**src/rtl/core/hexd_pkg.sv**
```systemverilog
// Package for the hex escape name decoder.
// Holds character constants, window sizing, hex digit helpers and the
// command and status structs shared by the controller and the datapath.
`timescale 1ns / 1ps

package hexd_pkg;

	localparam int WIN_DEPTH = 6;
	localparam int CNT_W = 3;

	localparam logic [7:0] CH_UNDERSCORE = 8'h5F;
	localparam logic [7:0] CH_X = 8'h78;

	typedef struct packed {
		logic accept;
		logic pop;
	} hexd_cmd_t;

	typedef struct packed {
		logic [CNT_W-1:0] count;
		logic             full;
		logic             esc;
		logic             count_one;
	} hexd_sts_t;

	function automatic logic hex_valid(input logic [7:0] c);
		logic ok;
		ok = ((c >= 8'h30) && (c <= 8'h39)) ||
			((c >= 8'h61) && (c <= 8'h66)) ||
			((c >= 8'h41) && (c <= 8'h46));
		return ok;
	endfunction

	function automatic logic [3:0] hex_nibble(input logic [7:0] c);
		logic [7:0] v;
		if (c <= 8'h39) begin
			v = c - 8'h30;
		end else if (c >= 8'h61) begin
			v = c - 8'h57;
		end else begin
			v = c - 8'h37;
		end
		return v[3:0];
	endfunction

endpackage

```
**src/rtl/core/hexd_datapath.sv**
```systemverilog
// Datapath of the hex escape name decoder: pending byte window, fill count,
// escape detection and the output register.
// Depends on hexd_pkg.
`timescale 1ns / 1ps

module hexd_datapath (
	input  logic              clk,
	input  logic              arst_n,
	input  hexd_pkg::hexd_cmd_t cmd,
	input  logic [7:0]        in_byte,
	input  logic              in_last,
	output hexd_pkg::hexd_sts_t sts,
	output logic [7:0]        out_byte,
	output logic              out_last
);

	logic [7:0] win_q [hexd_pkg::WIN_DEPTH];
	logic [7:0] win_d [hexd_pkg::WIN_DEPTH];
	logic [hexd_pkg::CNT_W-1:0] cnt_q;
	logic [hexd_pkg::CNT_W-1:0] cnt_d;
	logic [7:0] out_byte_q;
	logic       out_last_q;
	logic       esc;
	logic [7:0] decoded;
	logic       full;

	always_comb begin
		full = (cnt_q == hexd_pkg::CNT_W'(hexd_pkg::WIN_DEPTH));
		esc = (win_q[0] == hexd_pkg::CH_UNDERSCORE) && (win_q[1] == hexd_pkg::CH_X) &&
			hexd_pkg::hex_valid(win_q[2]) && hexd_pkg::hex_valid(win_q[3]) &&
			hexd_pkg::hex_valid(win_q[4]) && hexd_pkg::hex_valid(win_q[5]) &&
			(in_byte == hexd_pkg::CH_UNDERSCORE);
		decoded = {hexd_pkg::hex_nibble(win_q[4]), hexd_pkg::hex_nibble(win_q[5])};
		sts.count = cnt_q;
		sts.full = full;
		sts.esc = esc;
		sts.count_one = (cnt_q == hexd_pkg::CNT_W'(1));
	end

	always_comb begin
		for (int i = 0; i < hexd_pkg::WIN_DEPTH; i++) begin
			win_d[i] = win_q[i];
		end
		cnt_d = cnt_q;
		if (cmd.accept) begin
			if (full) begin
				if (esc) begin
					cnt_d = '0;
				end else begin
					for (int i = 0; i < hexd_pkg::WIN_DEPTH - 1; i++) begin
						win_d[i] = win_q[i+1];
					end
					win_d[hexd_pkg::WIN_DEPTH-1] = in_byte;
				end
			end else begin
				for (int i = 0; i < hexd_pkg::WIN_DEPTH; i++) begin
					if (cnt_q == hexd_pkg::CNT_W'(i)) begin
						win_d[i] = in_byte;
					end
				end
				cnt_d = cnt_q + hexd_pkg::CNT_W'(1);
			end
		end else if (cmd.pop) begin
			for (int i = 0; i < hexd_pkg::WIN_DEPTH - 1; i++) begin
				win_d[i] = win_q[i+1];
			end
			cnt_d = cnt_q - hexd_pkg::CNT_W'(1);
		end
	end

	always_ff @(posedge clk or negedge arst_n) begin
		if (!arst_n) begin
			cnt_q <= '0;
		end else begin
			cnt_q <= cnt_d;
		end
	end

	always_ff @(posedge clk) begin
		for (int i = 0; i < hexd_pkg::WIN_DEPTH; i++) begin
			win_q[i] <= win_d[i];
		end
		if (cmd.accept && full) begin
			out_byte_q <= esc ? decoded : win_q[0];
			out_last_q <= esc && in_last;
		end else if (cmd.pop) begin
			out_byte_q <= win_q[0];
			out_last_q <= (cnt_q == hexd_pkg::CNT_W'(1));
		end
	end

	assign out_byte = out_byte_q;
	assign out_last = out_last_q;

endmodule

```
**src/rtl/core/hexd_ctrl.sv**
```systemverilog
// Controller of the hex escape name decoder: input and output handshakes
// and the flush sequence at the end of a name.
// Depends on hexd_pkg.
`timescale 1ns / 1ps

module hexd_ctrl (
	input  logic              clk,
	input  logic              arst_n,
	input  logic              s_tvalid,
	output logic              s_tready,
	input  logic              s_tlast,
	output logic              m_tvalid,
	input  logic              m_tready,
	input  hexd_pkg::hexd_sts_t sts,
	output hexd_pkg::hexd_cmd_t cmd
);

	localparam logic ST_IDLE = 1'b0;
	localparam logic ST_FLUSH = 1'b1;

	logic state_q;
	logic state_d;
	logic m_tvalid_q;
	logic out_free;
	logic emit;

	always_comb begin
		out_free = !m_tvalid_q || m_tready;
		s_tready = (state_q == ST_IDLE) && out_free;
		cmd.accept = s_tvalid && s_tready;
		cmd.pop = (state_q == ST_FLUSH) && out_free;
		emit = (cmd.accept && sts.full) || cmd.pop;
		state_d = state_q;
		case (state_q)
			ST_IDLE: begin
				if (cmd.accept && s_tlast && !(sts.full && sts.esc)) begin
					state_d = ST_FLUSH;
				end
			end
			ST_FLUSH: begin
				if (cmd.pop && sts.count_one) begin
					state_d = ST_IDLE;
				end
			end
			default: begin
				state_d = ST_IDLE;
			end
		endcase
	end

	always_ff @(posedge clk or negedge arst_n) begin
		if (!arst_n) begin
			state_q <= ST_IDLE;
			m_tvalid_q <= 1'b0;
		end else begin
			state_q <= state_d;
			if (emit) begin
				m_tvalid_q <= 1'b1;
			end else if (m_tready) begin
				m_tvalid_q <= 1'b0;
			end
		end
	end

	assign m_tvalid = m_tvalid_q;

endmodule

```
**src/rtl/core/hex_escape_name_decoder_unit.sv**
```systemverilog
// Top level of the hex escape name decoder.
// A result is registered and presented in the cycle after the transfer that causes it.
// Throughput: one input byte per cycle while the output is free and no flush runs;
// a last byte closing no escape starts a flush of up to six bytes, one per cycle as the output frees.
// Reset: arst_n clears the fill count, the controller state and the output valid.
`timescale 1ns / 1ps

module hex_escape_name_decoder_unit (
	input  logic       clk,
	input  logic       arst_n,
	input  logic       s_tvalid,
	output logic       s_tready,
	input  logic [7:0] s_tdata,   // Bits 7:0 are in_byte.
	input  logic       s_tlast,
	output logic       m_tvalid,
	input  logic       m_tready,
	output logic [7:0] m_tdata,   // Bits 7:0 are out_byte.
	output logic       m_tlast
);

	hexd_pkg::hexd_cmd_t cmd;
	hexd_pkg::hexd_sts_t sts;

	hexd_ctrl u_ctrl (
		.clk      (clk),
		.arst_n   (arst_n),
		.s_tvalid (s_tvalid),
		.s_tready (s_tready),
		.s_tlast  (s_tlast),
		.m_tvalid (m_tvalid),
		.m_tready (m_tready),
		.sts      (sts),
		.cmd      (cmd)
	);

	hexd_datapath u_datapath (
		.clk      (clk),
		.arst_n   (arst_n),
		.cmd      (cmd),
		.in_byte  (s_tdata),
		.in_last  (s_tlast),
		.sts      (sts),
		.out_byte (m_tdata),
		.out_last (m_tlast)
	);

`ifndef SYNTHESIS
	a_last_empties: assert property (@(posedge clk) disable iff (!arst_n)
		m_tvalid && m_tlast |-> sts.count == '0)
		else $error("Window not empty while the last byte of a name is presented.");

	a_count_bound: assert property (@(posedge clk) disable iff (!arst_n)
		sts.count <= hexd_pkg::CNT_W'(hexd_pkg::WIN_DEPTH))
		else $error("Window fill count exceeds its depth.");

	a_cmd_excl: assert property (@(posedge clk) disable iff (!arst_n)
		!(cmd.accept && cmd.pop))
		else $error("Input transfer and flush pop in the same cycle.");
`endif

endmodule
```
**config.mk**
```make
export PLATFORM = sky130hd
export DESIGN_NAME = hex_escape_name_decoder_unit
export DESIGN_NICKNAME = d
export VERILOG_FILES = /design/src/rtl/core/hexd_pkg.sv /design/src/rtl/core/hexd_datapath.sv /design/src/rtl/core/hexd_ctrl.sv /design/src/rtl/core/hex_escape_name_decoder_unit.sv
export SDC_FILE = /design/constraint.sdc
export NUM_CORES = 1
export LEC_CHECK = 0
export ABC_AREA = 1
export BUFFER_PORTS_ARGS = -buffer_cell sky130_fd_sc_hd__clkbuf_2
export CAP_MARGIN = 20
export CORE_MARGIN = 4
export CORE_UTILIZATION = 25
export CTS_BUF_LIST = sky130_fd_sc_hd__clkbuf_4
export DETAILED_ROUTE_END_ITERATION = 12
export PLACE_DENSITY = 0.44
export SYNTH_ARGS = -nofsm -noshare
export SYNTH_HDL_FRONTEND = slang
export SYNTH_SLANG_ARGS = --single-unit
```
**constraint.sdc**
```tcl
create_clock -name clk -period 2.5 [get_ports clk]
set_clock_uncertainty 0.2 [all_clocks]
set_input_delay 0.125 -clock clk [delete_from_list [all_inputs] [get_ports clk]]
set_output_delay 0.125 -clock clk [all_outputs]
set_load 0.01 [all_outputs]
```
==> results of run 1 <==
through the flow:
stage / cell area, µm² / TNS (ns)
floorplan: 3250 / 0
global placement: 3690 / -0.999
detailed placement: 3690 / -2.39
CTS: 4020 / -2.85
global route: 4090 / 0
finish: 4090 / 0
synth_stat cells, drive strengths merged:
cell / count / share of area (%)
xor2: 6 / 1.6
dfrtp: 5 / 3.9
nor3: 2 / 0.31
nand2: 107 / 13
inv: 49 / 5.7
ha: 14 / 5.4
a21oi: 6 / 0.92
edfxtp: 57 / 53
buf: 5 / 0.85
nor2: 34 / 4.4
nand3: 23 / 3.5
xnor2: 1 / 0.27
o21ai: 42 / 6.5
clkinv: 2 / 0.23
o22ai: 1 / 0.19
nand4: 3 / 1.0
sequential cells by signal, summed over array words and instances (netlist names):
| signal | count |
|---|---|
| u_ctrl.m_tvalid | 1 |
| u_ctrl.state_q | 1 |
| u_datapath.cnt_q | 3 |
| u_datapath.out_byte | 8 |
| u_datapath.out_last | 1 |
| u_datapath.win_q | 48 |
power breakdown:
part	switching, µW	internal (µW)
Clock	376	540
Sequential	254	1800
Combinational	1120	654
how the worst min path moves through the flow:
stage,slack [ns],startpoint,end,depth (start not counted)
2_1_floorplan,-0.37,arst_n,u_ctrl.m_tvalid,0
3_3_place_gp,-0.25,arst_n,u_datapath.cnt_q[1],1
3_5_place_dp,-0.25,arst_n,u_datapath.cnt_q[2],1
4_1_cts,0.23,s_tdata[3],u_datapath.win_q[5][3],2
5_1_grt,0.25,s_tdata[5],u_datapath.win_q[5][5],2
6_report,0.26,s_tdata[3],u_datapath.win_q[5][3],2
worst register-to-register path: cells and delay by family, from the launching register on:
kind | cells | cell delay (ns)
simple gates | 9 | 0.82
fa+ha+maj | 1 | 0.18
buf+inv | 4 | 0.35
flops | 1 | 0.46
area by class of cell:
class	count	area [µm²]
repair buffers	55	415
well taps	172	215
clock inverters	4	95.1
flip-flops and latches	62	1840
multi-input cells	239	1250
fillers	1357	8580
inverters	51	191
clock buffers	12	90.1
routing by layer:
layer	routed length (µm)	share of wire [%]
met5	0	0
met3	448	5.3
met2	3860	46
met4	106	1.3
met1	3990	47
placed cells by master, fill, tap and decap left out, drive strengths merged, types with 14 or more instances in the layout:
cell type and n:
nand2 107, edfxtp 57, inv 49, o21ai 42, clkbuf 35, nor2 34
nand3 23, buf 18, ha 14, dlygate4sd3 14
cells by family after synthesis:
logic type      synth area share [%]
compound gates                  7.59
fa+ha+maj                       5.39
buf+inv                         6.74
simple gates                    21.9
flops                           56.5
xor+xnor                        1.89
repair_timing:
item	4_1_cts	5_1_grt
setup buffers	0	1
setup endpoints to repair	40	48
hold buffers	14	0
resized for setup	1	13
hold endpoints to repair	29	0
pin swaps	0	1
==> flow_summary.rst, run 1 <==
.. list-table::
   :header-rows: 1

   * - Metric
     - Value
   * - Layout net count
     - roughly 450
   * - Total Power Consumption
     - 4740 µW
   * - Family with the most delay on the worst path
     - simple AND/OR/NAND/NOR gates
   * - Cell repeated most along the worst path
     - nand2_1
   * - Worst setup path category
     - flop to flop
   * - Arrival time reported for the critical path endpoint
     - ~2.2 ns
   * - Cell count after synthesis
     - 357
   * - Hold slack
     - approximately 0.26 ns
   * - Via/cell ratio
     - between 4 and 5
   * - Cell Count, Final, Fillers Out
     - 595
   * - Met1 Usage GRT
     - about 16%
   * - RR Endpoint
     - u_datapath.win_q[2][7]
   * - Maximum fanout along the worst path
     - 8
   * - Placed cell count
     - between 500 and 600
   * - Detailed placer's ending HPWL
     - 6470 µm
   * - Critical path buffer and inverter count
     - 4
   * - Top-level port count
     - 24
   * - Peak supply drop
     - 0.000267 V
   * - Final setup violation count
     - 0
   * - CP cell instances
     - inv_1 > ha_1 > inv_1 > nand2_1 > nand2_1 > nand2_1 > nand2_1 > inv_1 > nand3_1 > nor2_4 > nand4_4 > nand2_4 > nor2_4 > buf_12
   * - Horizontal extent of the die
     - ~120 µm
   * - Remaining antenna violation count
     - 0
   * - Warning count from the yosys run
     - 0
   * - Clock latency on the worst-skew pair
     - roughly 0.41 ns
   * - Total vias in the final route
     - around 2.6k
   * - Slowest stage cell, crit path
     - edfxtp_1
   * - Initial standard-cell utilization of the core
     - 25.6%
   * - IO buf count
     - 23
   * - Worst setup slack after placement
     - -0.0998 ns
   * - Share of synthesized area occupied by flip-flops and latches
     - 56.5%
   * - Slew Limit Fails
     - 0
   * - Antenna violations before repair
     - 0
   * - Combined global-route utilization of all metal layers
     - 12.1%
   * - Synth-to-Final Area Change
     - 25.9%
   * - Vias in the first global route
     - approximately 2.6k
   * - Ratio of cells with drive above 1 in the final layout
     - about a fifth
   * - Die H
     - 122 µm
   * - Areal power density over the cells
     - 1160 nW/µm²
   * - Transition time of the tightest slew-check pin
     - around 0.38 ns
   * - Number of distinct standard cells referenced by the synthesized netlist
     - 22
   * - Post-synthesis sequential element count
     - 62
   * - Final hold violation count
     - 0
   * - Clock Tree Buf Depth
     - 2
   * - Length in cells of the worst reg-to-reg path
     - 14
   * - First-pass GRT wire length
     - 13500 µm
   * - Number of buffers created by CTS
     - 9
   * - Routed wire length per instance
     - ~14 µm
   * - Result of the run
     - finished clean
   * - Max-capacitance violation count
     - 0
   * - Final min period
     - 2.26 ns
   * - RSZ-0062 raised after global routing
     - no
   * - Fin worst setup slack
     - 0.237 ns
   * - Total Die Area
     - around 15000 µm²
   * - Maximum level of the CTS H-tree
     - 3
   * - Crit Reg-Reg Startpoint
     - u_datapath.win_q[5][0]
   * - Starting DRT DRC Count
     - between 200 and 250
   * - Met3 Usage GRT
     - about 3.3%
   * - Synthesized Nets
     - 384
   * - Avg Synthesized Cell Area
     - ~9.1 µm²
   * - Global route total overflow
     - 0
   * - Final wirelength
     - about 8400 µm
   * - Slowest cell delay on critical path
     - 0.46 ns
   * - Critical path capture point
     - u_datapath.win_q[2][7]
   * - Core Util, Final
     - 32.3%
   * - Count of antenna diodes in the layout
     - 0
   * - TritonCTS clock tree
     - built
   * - Met2 Use GR
     - 19.3%
   * - CP Depth
     - 14
   * - Classification of the worst-slack hold path
     - primary input to flop
   * - Clk slew on worst S/H paths
     - roughly 0.12 ns
   * - Register-to-register path setup slack
     - about 0.24 ns
   * - Leakage power figure
     - between 0.0015 and 0.002 µW
   * - Clock root buffer
     - clkbuf_4
   * - Critical path capture point type
     - flop
   * - Startpoint types
     - flop
   * - Timing-limited maximum frequency
     - 0.442 GHz
   * - Post-synth design cell area
     - 3250 µm²
   * - Sinks on the clock net
     - 62
   * - Critical path launch point
     - u_datapath.win_q[5][0]
   * - Num rows
     - 41
   * - DRC violations left
     - 0
   * - Core region area
     - about 13000 µm²
   * - Largest net degree at the start of global routing
     - 16
   * - Required @ worst endpoint
     - ~2.5 ns
   * - Max-Slew Margin vs Limit
     - roughly three quarters
   * - Number of search-and-repair iterations in the first detailed-routing pass
     - 4
   * - Routability congestion estimate
     - between 0.8 and 0.9
   * - Final critical-path share of the clock period
     - between 90% and 100%
   * - Peak-usage layer in the global routing report
     - met2
Power figures use the tool's default switching activity.
==> run 2, diff against run 1 <==
--- a/config.mk
+++ b/config.mk
@@ -5,14 +5,14 @@
 export SDC_FILE = /design/constraint.sdc
 export NUM_CORES = 1
 export LEC_CHECK = 0
-export ABC_AREA = 1
 export BUFFER_PORTS_ARGS = -buffer_cell sky130_fd_sc_hd__clkbuf_2
 export CAP_MARGIN = 20
 export CORE_MARGIN = 4
 export CORE_UTILIZATION = 25
 export CTS_BUF_LIST = sky130_fd_sc_hd__clkbuf_4
 export DETAILED_ROUTE_END_ITERATION = 12
-export PLACE_DENSITY = 0.44
+export GPL_TIMING_DRIVEN = 0
+export PLACE_DENSITY_LB_ADDON = 0.2
 export SYNTH_ARGS = -nofsm -noshare
 export SYNTH_HDL_FRONTEND = slang
 export SYNTH_SLANG_ARGS = --single-unit
==> flow_summary.rst, run 2 <==
.. list-table::
   :header-rows: 1

   * - Metric
     - Value
   * - Remaining antenna violation count
     - 0 (unchanged)
   * - Horizontal extent of the die
     - 121 µm (was 122 µm)
   * - Leakage power figure
     - 0.00174 µW (was 0.00182 µW)
   * - Routed length on met1
     - 4060 µm (was 3990 µm)
   * - Commonest cells after routing, fill and taps aside
     - edfxtp_1, a21o_1, clkbuf_2 (was nand2_1, edfxtp_1, inv_1)
   * - Wire length on met2
     - 4250 µm (was 3860 µm)
   * - Placed Area
     - 3580 µm² (was 3690 µm²)
   * - Starting DRT DRC Count
     - 179 (was 220)
   * - Post-synthesis sequential element count
     - 62 (unchanged)
   * - Classification of the worst-slack hold path
     - primary input to flop (unchanged)
   * - Maximum level of the CTS H-tree
     - 3 (unchanged)
   * - Number of enable flip-flop cells after synthesis
     - 57 (unchanged)
   * - CP cell instances
     - nand4b_1 > or4_4 > a2111oi_4 > nand4_4 > buf_4 > nor2_2 > nor3_4 > buf_4 (was inv_1 > ha_1 > inv_1 > nand2_1 > nand2_1 > nand2_1 > nand2_1 > inv_1 > nand3_1 > nor2_4 > nand4_4 > nand2_4 > nor2_4 > buf_12)
   * - Core region area
     - 12600 µm² (was 12700 µm²)
   * - Slowest cell delay on critical path
     - 0.56 ns (was 0.46 ns)
   * - Top-level port count
     - 24 (unchanged)
   * - Cell count after synthesis
     - 258 (was 357)
   * - Max-capacitance violation count
     - 0 (unchanged)
   * - Clock root buffer
     - clkbuf_4 (unchanged)
   * - Fillcell total
     - 1277 (was 1357)
   * - Max-Slew Margin vs Limit
     - 54.6% (was 74.2%)
   * - RSZ-0062 raised after global routing
     - yes (was no)
   * - Antenna violations before repair
     - 0 (unchanged)
   * - Maximum fanout along the worst path
     - 6 (was 8)
   * - TritonCTS clock tree
     - built (unchanged)
   * - Comb pwr share
     - 37.2% (was 37.4%)
   * - Number of distinct standard cells referenced by the synthesized netlist
     - 43 (was 22)
   * - Switching share of power
     - 37.7% (was 36.9%)
   * - Sequential fraction of design power
     - 49.4% (was 43.3%)
   * - Total Die Area
     - 14600 µm² (was 14900 µm²)
   * - Clk slew on worst S/H paths
     - 0.11 ns (was 0.12 ns)
   * - Layout net count
     - 349 (was 445)
   * - Cell area after layout
     - 4050 µm² (was 4090 µm²)
   * - Via/cell ratio
     - 4.65 (was 4.32)
   * - Required @ worst endpoint
     - 2.47 ns (about the same)
   * - Largest net degree at the start of global routing
     - 12 (was 16)
   * - Family with the most delay on the worst path
     - simple AND/OR/NAND/NOR gates (unchanged)
   * - Final wirelength
     - 8760 µm (was 8400 µm)
   * - Worst setup slack after placement
     - -0.544 ns (was -0.0998 ns)
   * - Transition time of the tightest slew-check pin
     - 0.673 ns (was 0.382 ns)
   * - Sinks on the clock net
     - 62 (unchanged)
   * - Fin worst setup slack
     - -0.269 ns (was 0.237 ns)
   * - Count of antenna diodes in the layout
     - 0 (unchanged)
   * - Ratio of cells with drive above 1 in the final layout
     - 26.9% (was 18.7%)
   * - Cell with the most instances after synthesis
     - edfxtp_1 (was nand2_1)
   * - Top routing layer used
     - met4 (unchanged)
   * - Arrival time reported for the critical path endpoint
     - 2.74 ns (was 2.23 ns)
   * - Design internal power
     - 2690 µW (was 2990 µW)
   * - Areal power density over the cells
     - 1070 nW/µm² (was 1160 nW/µm²)
   * - Critical path buffer and inverter count
     - 2 (was 4)
   * - Avg Synthesized Cell Area
     - 12.4 µm² (was 9.10 µm²)
   * - Relative contribution of the clock network to total power
     - 13.4% (was 19.3%)
   * - Slew Limit Fails
     - 0 (unchanged)
   * - Final hold violation count
     - 0 (unchanged)
   * - IO buf count
     - 23 (unchanged)
   * - Fraction of synthesis flops using an asynchronous set or reset pin
     - 8.06% (unchanged)
   * - Clock latency on the worst-skew pair
     - 0.40 ns (was 0.41 ns)
   * - Routed wire length per instance
     - 17.6 µm (was 14.1 µm)
   * - Timing-limited maximum frequency
     - 0.361 GHz (was 0.442 GHz)
   * - Share of the synthesized area in the top cell type
     - 53.6% (was 52.7%)
   * - Leading cell type in the layout, fill and taps excluded
     - edfxtp_1 (was nand2_1)
   * - Num rows
     - 41 (unchanged)
   * - Violated checks
     - setup timing
   * - Cell repeated most along the worst path
     - buf_4 (was nand2_1)
   * - Synthesized Nets
     - 285 (was 384)
   * - Final min period
     - 2.77 ns (was 2.26 ns)
   * - Peak supply drop
     - 0.000231 V (was 0.000267 V)
   * - Critical path capture point type
     - flop (unchanged)
   * - Final critical-path share of the clock period
     - 111% (was 90.5%)
   * - Commonest register cell after synthesis
     - edfxtp_1 (unchanged)
   * - First-pass GRT wire length
     - 13800 µm (was 13500 µm)
   * - Routability congestion estimate
     - 0.786 (was 0.896)
   * - Share of synthesized area occupied by flip-flops and latches
     - 57.5% (was 56.5%)
   * - Max reg flops
     - 48 (unchanged)
   * - Result of the run
     - finished with violations (was finished clean)
   * - Combined global-route utilization of all metal layers
     - 12.7% (was 12.1%)
   * - Vias in the first global route
     - 2430 (was 2566)
   * - Post-synth design cell area
     - 3190 µm² (was 3250 µm²)
   * - Number of search-and-repair iterations in the first detailed-routing pass
     - 4 (unchanged)
   * - Clock Tree Buf Depth
     - 2 (unchanged)
   * - Length of routed met3 wiring
     - 319 µm (was 448 µm)
   * - Slowest stage cell, crit path
     - or4_4 (was edfxtp_1)
   * - Die H
     - 121 µm (was 122 µm)
   * - Worst setup path category
     - flop to flop (unchanged)
   * - Biggest area consumer among synthesized cells
     - edfxtp_1 (unchanged)
   * - DRC violations left
     - 0 (unchanged)
   * - Detailed placer's ending HPWL
     - 6410 µm (was 6470 µm)
   * - Warning count from the yosys run
     - 0 (unchanged)
   * - Cell types with the largest area share after synthesis
     - edfxtp_1, a21o_1, ha_1 (was edfxtp_1, nand2_1, ha_1)
   * - Final setup violation count
     - 61 (was 0)
   * - Startpoint types
     - flop (unchanged)
   * - Total vias in the final route
     - 2319 (was 2571)
   * - Synth cell count leaders
     - edfxtp_1, a21o_1, nand2_1, ha_1 (was nand2_1, edfxtp_1, inv_1, o21ai_1, nor2_1)
   * - Register with the most flip-flops
     - u_datapath.win_q (unchanged)
   * - Synth-to-Final Area Change
     - 26.7% (was 25.9%)
   * - Global route total overflow
     - 0 (unchanged)
   * - Number of buffers created by CTS
     - 9 (unchanged)
   * - Initial standard-cell utilization of the core
     - 25.4% (was 25.6%)
   * - Net Sw Power
     - 1630 µW (was 1750 µW)
-- run 2: changes by cell type in the layout (fill, tap and decap cells not counted), moves of 9 or more --
| cell | delta |
|---|---|
| o21ai_1 | -35 |
| nand3_1 | -16 |
| nand2_1 | -80 |
| and3_1 | +9 |
| nor2_1 | -17 |
| a21o_1 | +43 |
| inv_1 | -33 |
-- run 2: cells by family after synthesis --
logic type               Yosys count  share of synthesized area, %
AO/OA/AOI/OAI                     78                          18.3
flip-flops                        62                          57.5
XOR/XNOR                           6                          1.65
multiplexers                       2                         0.940
buffers and inverters             19                          2.23
AND/OR/NAND/NOR                   77                          13.9
adder cells (fa/ha/maj)           14                          5.48
-- run 2: area by class of cell --
type	instances	area [µm²]	area share, %
Multi-Input combinational cell	177	1410	34.9
Tap cell	172	215	5.32
Sequential cell	62	1840	45.4
Timing Repair Buffer	55	414	10.2
Inverter	11	41.3	1.02
Clock buffer	10	75.1	1.85
Buffer	6	22.5	0.556
Clock inverter	6	30.0	0.742
-- run 2: power by group through the flow --
stage	Clock [µW]	Combinational, µW	Sequential, µW
6_report	576	1610	2130
5_1_grt	645	1800	2180
4_1_cts	596	1620	2120
3_5_place_dp	0	1450	2170
3_3_place_gp	0	1450	2170
2_1_floorplan	0	1000	2080
-- run 2: path summary, 6_finish.rpt --
kind / slack (ns) / cells after the start / to / startpoint
worst min-delay path: 0.08 / 3 / u_datapath.win_q[4][7] / s_tdata[7]
min in group asynchronous: 0.44 / 3 / u_ctrl.m_tvalid / arst_n
worst max-delay path: -0.27 / 8 / u_datapath.win_q[5][4] / u_datapath.win_q[0][5]
max in group asynchronous: 1.44 / 3 / u_datapath.cnt_q[2] / arst_n
worst max register to register: -0.27 / 8 / u_datapath.win_q[5][4] / u_datapath.win_q[0][5]
worst min register to register: 0.36 / 1 / u_datapath.cnt_q[0] / u_datapath.cnt_q[0]
-- run 2: through the flow --
| step | power [µW] | util (%) | instances | setup TNS [ns] | hold slack (ns) |
|---|---|---|---|---|---|
| floorplan | 3080 | - | 258 | 0 | -0.371 |
| global placement | 3620 | 28.5 | 453 | -22.02 | -0.241 |
| detailed placement | 3620 | 28.5 | 453 | -21.17 | -0.243 |
| CTS | 4340 | 31.7 | 497 | -9.46 | 0.0521 |
| global route | 4630 | 32.2 | 499 | -13.84 | 0.0687 |
| finish | 4310 | 32.2 | 499 | -11.19 | 0.0766 |
-- run 2: what timing repair did --
item	in CTS	in global routing
endpoints found under the setup margin	59	103
hold endpoints to repair	18	0
hold buffers	13	0
gates resized for setup	14	12
pin swaps	5	2
setup buffers	15	5
-- run 2: worst reg2reg max path: cells and delay by family (launching register included) --
kind | cells | cell delay [ns]
compound gates | 1 | 0.31
flops | 1 | 0.41
simple gates | 5 | 1.21
buf+inv | 2 | 0.40
-- run 2: metal layers --
| layer | vias up | GRT usage (%) |
|---|---|---|
| met4 | 0 | 4.39 |
| met2 | 57 | 20.8 |
| met5 | - | 0 |
| met1 | 1124 | 16.4 |
| met3 | 13 | 3.08 |
| li1 | 1125 | - |
==> run 3, diff against run 2 <==
--- a/config.mk
+++ b/config.mk
@@ -7,9 +7,9 @@
 export LEC_CHECK = 0
 export BUFFER_PORTS_ARGS = -buffer_cell sky130_fd_sc_hd__clkbuf_2
 export CAP_MARGIN = 20
+export CORE_ASPECT_RATIO = 0.8
 export CORE_MARGIN = 4
 export CORE_UTILIZATION = 25
-export CTS_BUF_LIST = sky130_fd_sc_hd__clkbuf_4
 export DETAILED_ROUTE_END_ITERATION = 12
 export GPL_TIMING_DRIVEN = 0
 export PLACE_DENSITY_LB_ADDON = 0.2
==> constraint.sdc (replaced) <==
create_clock -name clk -period 3.25 [get_ports clk]
set_clock_uncertainty 0.2 [all_clocks]
set_input_delay 0.1625 -clock clk [delete_from_list [all_inputs] [get_ports clk]]
set_output_delay 0.1625 -clock clk [all_outputs]
set_load 0.01 [all_outputs]
==> flow_summary.rst, run 3 (synthesis results as in run 2) <==
.. list-table::
   :header-rows: 1

   * - Metric
     - Value
   * - Startpoint types
     - flop (unchanged)
   * - RR Endpoint
     - u_datapath.win_q[1][4] (was u_datapath.win_q[5][4])
   * - Worst Hold Depth
     - 4 (was 3)
   * - DRC violations left
     - 0 (unchanged)
   * - Number of setup buffers added after CTS
     - 0 (was 15)
   * - Leading cell type in the layout, fill and taps excluded
     - edfxtp_1 (unchanged)
   * - Arrival time reported for the critical path endpoint
     - 2.84 ns (was 2.74 ns)
   * - Worst setup path category
     - flop to flop (unchanged)
   * - Hold path startpoint
     - s_tvalid (was s_tdata[7])
   * - Ratio of cells with drive above 1 in the final layout
     - 16.5% (was 26.9%)
   * - Clock root buffer
     - clkbuf_16 (was clkbuf_4)
   * - Die H
     - 109 µm (was 121 µm)
   * - IO buf count
     - 23 (unchanged)
   * - Synth-to-Final Area Change
     - 24.6% (was 26.7%)
   * - Register-to-register path setup slack
     - 0.16 ns (was -0.27 ns)
   * - Crit Reg-Reg Startpoint
     - u_datapath.win_q[4][0] (was u_datapath.win_q[0][5])
   * - Timing-limited maximum frequency
     - 0.324 GHz (was 0.361 GHz)
   * - Hold slack
     - 0.0829 ns (was 0.0766 ns)
   * - Clock Tree Buf Depth
     - 2 (unchanged)
   * - Detailed placer's ending HPWL
     - 6480 µm (was 6410 µm)
   * - Final wirelength
     - 8690 µm (was 8760 µm)
   * - Horizontal extent of the die
     - 134 µm (was 121 µm)
   * - Final hold violation count
     - 0 (unchanged)
   * - Vias in the first global route
     - 2199 (was 2430)
   * - Final critical-path share of the clock period
     - 95.0% (was 111%)
   * - Final setup violation count
     - 0 (was 61)
   * - Via/cell ratio
     - 4.79 (was 4.65)
   * - Combined global-route utilization of all metal layers
     - 12.5% (was 12.7%)
   * - Total Power Consumption
     - 3780 µW (was 4310 µW)
   * - Total vias in the final route
     - 2306 (was 2319)
   * - Register with the most flip-flops
     - u_datapath.win_q (unchanged)
   * - RSZ-0062 raised after global routing
     - no (was yes)
   * - Routed wire length per instance
     - 18.1 µm (was 17.6 µm)
   * - Length in cells of the worst reg-to-reg path
     - 8 (unchanged)
   * - Number of search-and-repair iterations in the first detailed-routing pass
     - 4 (unchanged)
   * - Areal power density over the cells
     - 950 nW/µm² (was 1070 nW/µm²)
   * - Maximum level of the CTS H-tree
     - 3 (unchanged)
   * - Leakage power figure
     - 0.00171 µW (was 0.00174 µW)
   * - Final min period
     - 3.09 ns (was 2.77 ns)
   * - Initial standard-cell utilization of the core
     - 25.9% (was 25.4%)
   * - Placed Area
     - 3550 µm² (was 3580 µm²)
   * - Commonest cells after routing, fill and taps aside
     - edfxtp_1, a21o_1, nand2_1, clkbuf_2, ha_1 (was edfxtp_1, a21o_1, clkbuf_2)
   * - Starting DRT DRC Count
     - 204 (was 179)
   * - TritonCTS clock tree
     - built (unchanged)
   * - Remaining antenna violation count
     - 0 (unchanged)
   * - Sink of the worst hold path
     - u_datapath.cnt_q[1] (was u_datapath.win_q[4][7])
   * - Peak supply drop
     - 0.000264 V (was 0.000231 V)
   * - Maximum fanout along the worst path
     - 8 (was 6)
   * - Sinks on the clock net
     - 62 (unchanged)
   * - Top-level port count
     - 24 (unchanged)
   * - Result of the run
     - finished clean (was finished with violations)
   * - Count of antenna diodes in the layout
     - 0 (unchanged)
   * - Num rows
     - 36 (was 41)
   * - Transition time of the tightest slew-check pin
     - 0.963 ns (was 0.673 ns)
   * - Core region area
     - 12300 µm² (was 12600 µm²)
   * - Classification of the worst-slack hold path
     - primary input to flop (unchanged)
   * - Antenna violations before repair
     - 0 (unchanged)
   * - Fillcell total
     - 1278 (was 1277)
   * - Total Die Area
     - 14700 µm² (was 14600 µm²)
   * - Routability congestion estimate
     - 0.789 (was 0.786)
   * - First-pass GRT wire length
     - 13300 µm (was 13800 µm)
   * - Largest net degree at the start of global routing
     - 11 (was 12)
   * - Slew Limit Fails
     - 0 (unchanged)
   * - Clock latency on the worst-skew pair
     - 0.33 ns (was 0.40 ns)
   * - Critical path capture point type
     - flop (unchanged)
   * - Layout net count
     - 332 (was 349)
   * - Global route total overflow
     - 0 (unchanged)
   * - Number of buffers created by CTS
     - 9 (unchanged)
   * - Cell area after layout
     - 3980 µm² (was 4050 µm²)
   * - Required @ worst endpoint
     - 3.01 ns (was 2.47 ns)
   * - Max reg flops
     - 48 (unchanged)
   * - Clk slew on worst S/H paths
     - 0.05 ns (was 0.11 ns)
   * - Max-capacitance violation count
     - 0 (unchanged)
   * - Max-Slew Margin vs Limit
     - 35.7% (was 54.6%)
-- run 3: report_power, final --
| group | internal, µW | switching [µW] |
|---|---|---|
| registers | 1390 | 284 |
| logic | 452 | 668 |
| clock network | 661 | 328 |
| total | 2500 | 1280 |
-- run 3: how the worst max path moves through the flow --
stage / from / slack, ns / to
5_1_grt: u_datapath.win_q[4][0] / 0.03 / u_datapath.win_q[1][4]
2_1_floorplan: u_datapath.win_q[4][0] / 0.37 / u_datapath.win_q[5][0]
4_1_cts: u_datapath.win_q[5][0] / 0.09 / u_datapath.win_q[3][0]
3_3_place_gp: u_ctrl.state_q / -0.66 / u_datapath.win_q[4][5]
6_report: u_datapath.win_q[4][0] / 0.16 / u_datapath.win_q[1][4]
3_5_place_dp: u_datapath.win_q[4][0] / -0.08 / u_datapath.win_q[5][7]
-- run 3: worst max-delay path: stages, from the launching register on --
cell and delay, ns:
edfxtp_1 0.54, inv_1 0.18, ha_1 0.19, or4b_2 0.61, nand3_1 0.16, a2111oi_4 0.06, nand4_4 0.18, nand2b_2 0.16
o211ai_1 0.43
-- run 3: timing repair --
| action | 4_1_cts | 5_1_grt |
|---|---|---|
| setup endpoints to repair | 4 | 8 |
| resized for setup | 1 | 1 |
| hold endpoints to repair | 15 | 0 |
| hold buffers | 12 | 0 |
| gates cloned | 0 | 0 |
-- run 3: metal layers --
layer	up-vias	part of all wire (%)	GRT usage (%)	wire, µm
met5	-	0	0	0
met2	84	40	16.8	3480
met1	1127	49	18.6	4290
met4	0	1.2	3.71	103
li1	1084	-	-	-
met3	11	9.3	4.38	811
-- run 3: area by class of cell --
type	count	area, µm²	share of cell area [%]
plain buffers	8	30.0	0.754
multi-input cells	177	1310	32.9
inverters	11	41.3	1.04
clock buffers	10	229	5.75
well taps	171	214	5.37
flip-flops and latches	62	1840	46.1
clock inverters	6	76.3	1.92
repair buffers	36	243	6.10
-- run 3: stage by stage --
step	worst slack, ns	setup TNS (ns)	instances	util, %
finish	0.162	0	481	32.3
global route	0.0304	0	481	32.3
CTS	0.0883	0	481	32.2
detailed placement	-0.0838	-0.334	453	28.7
global placement	-0.664	-9.78	452	28.5
floorplan	0.369	0	258	-
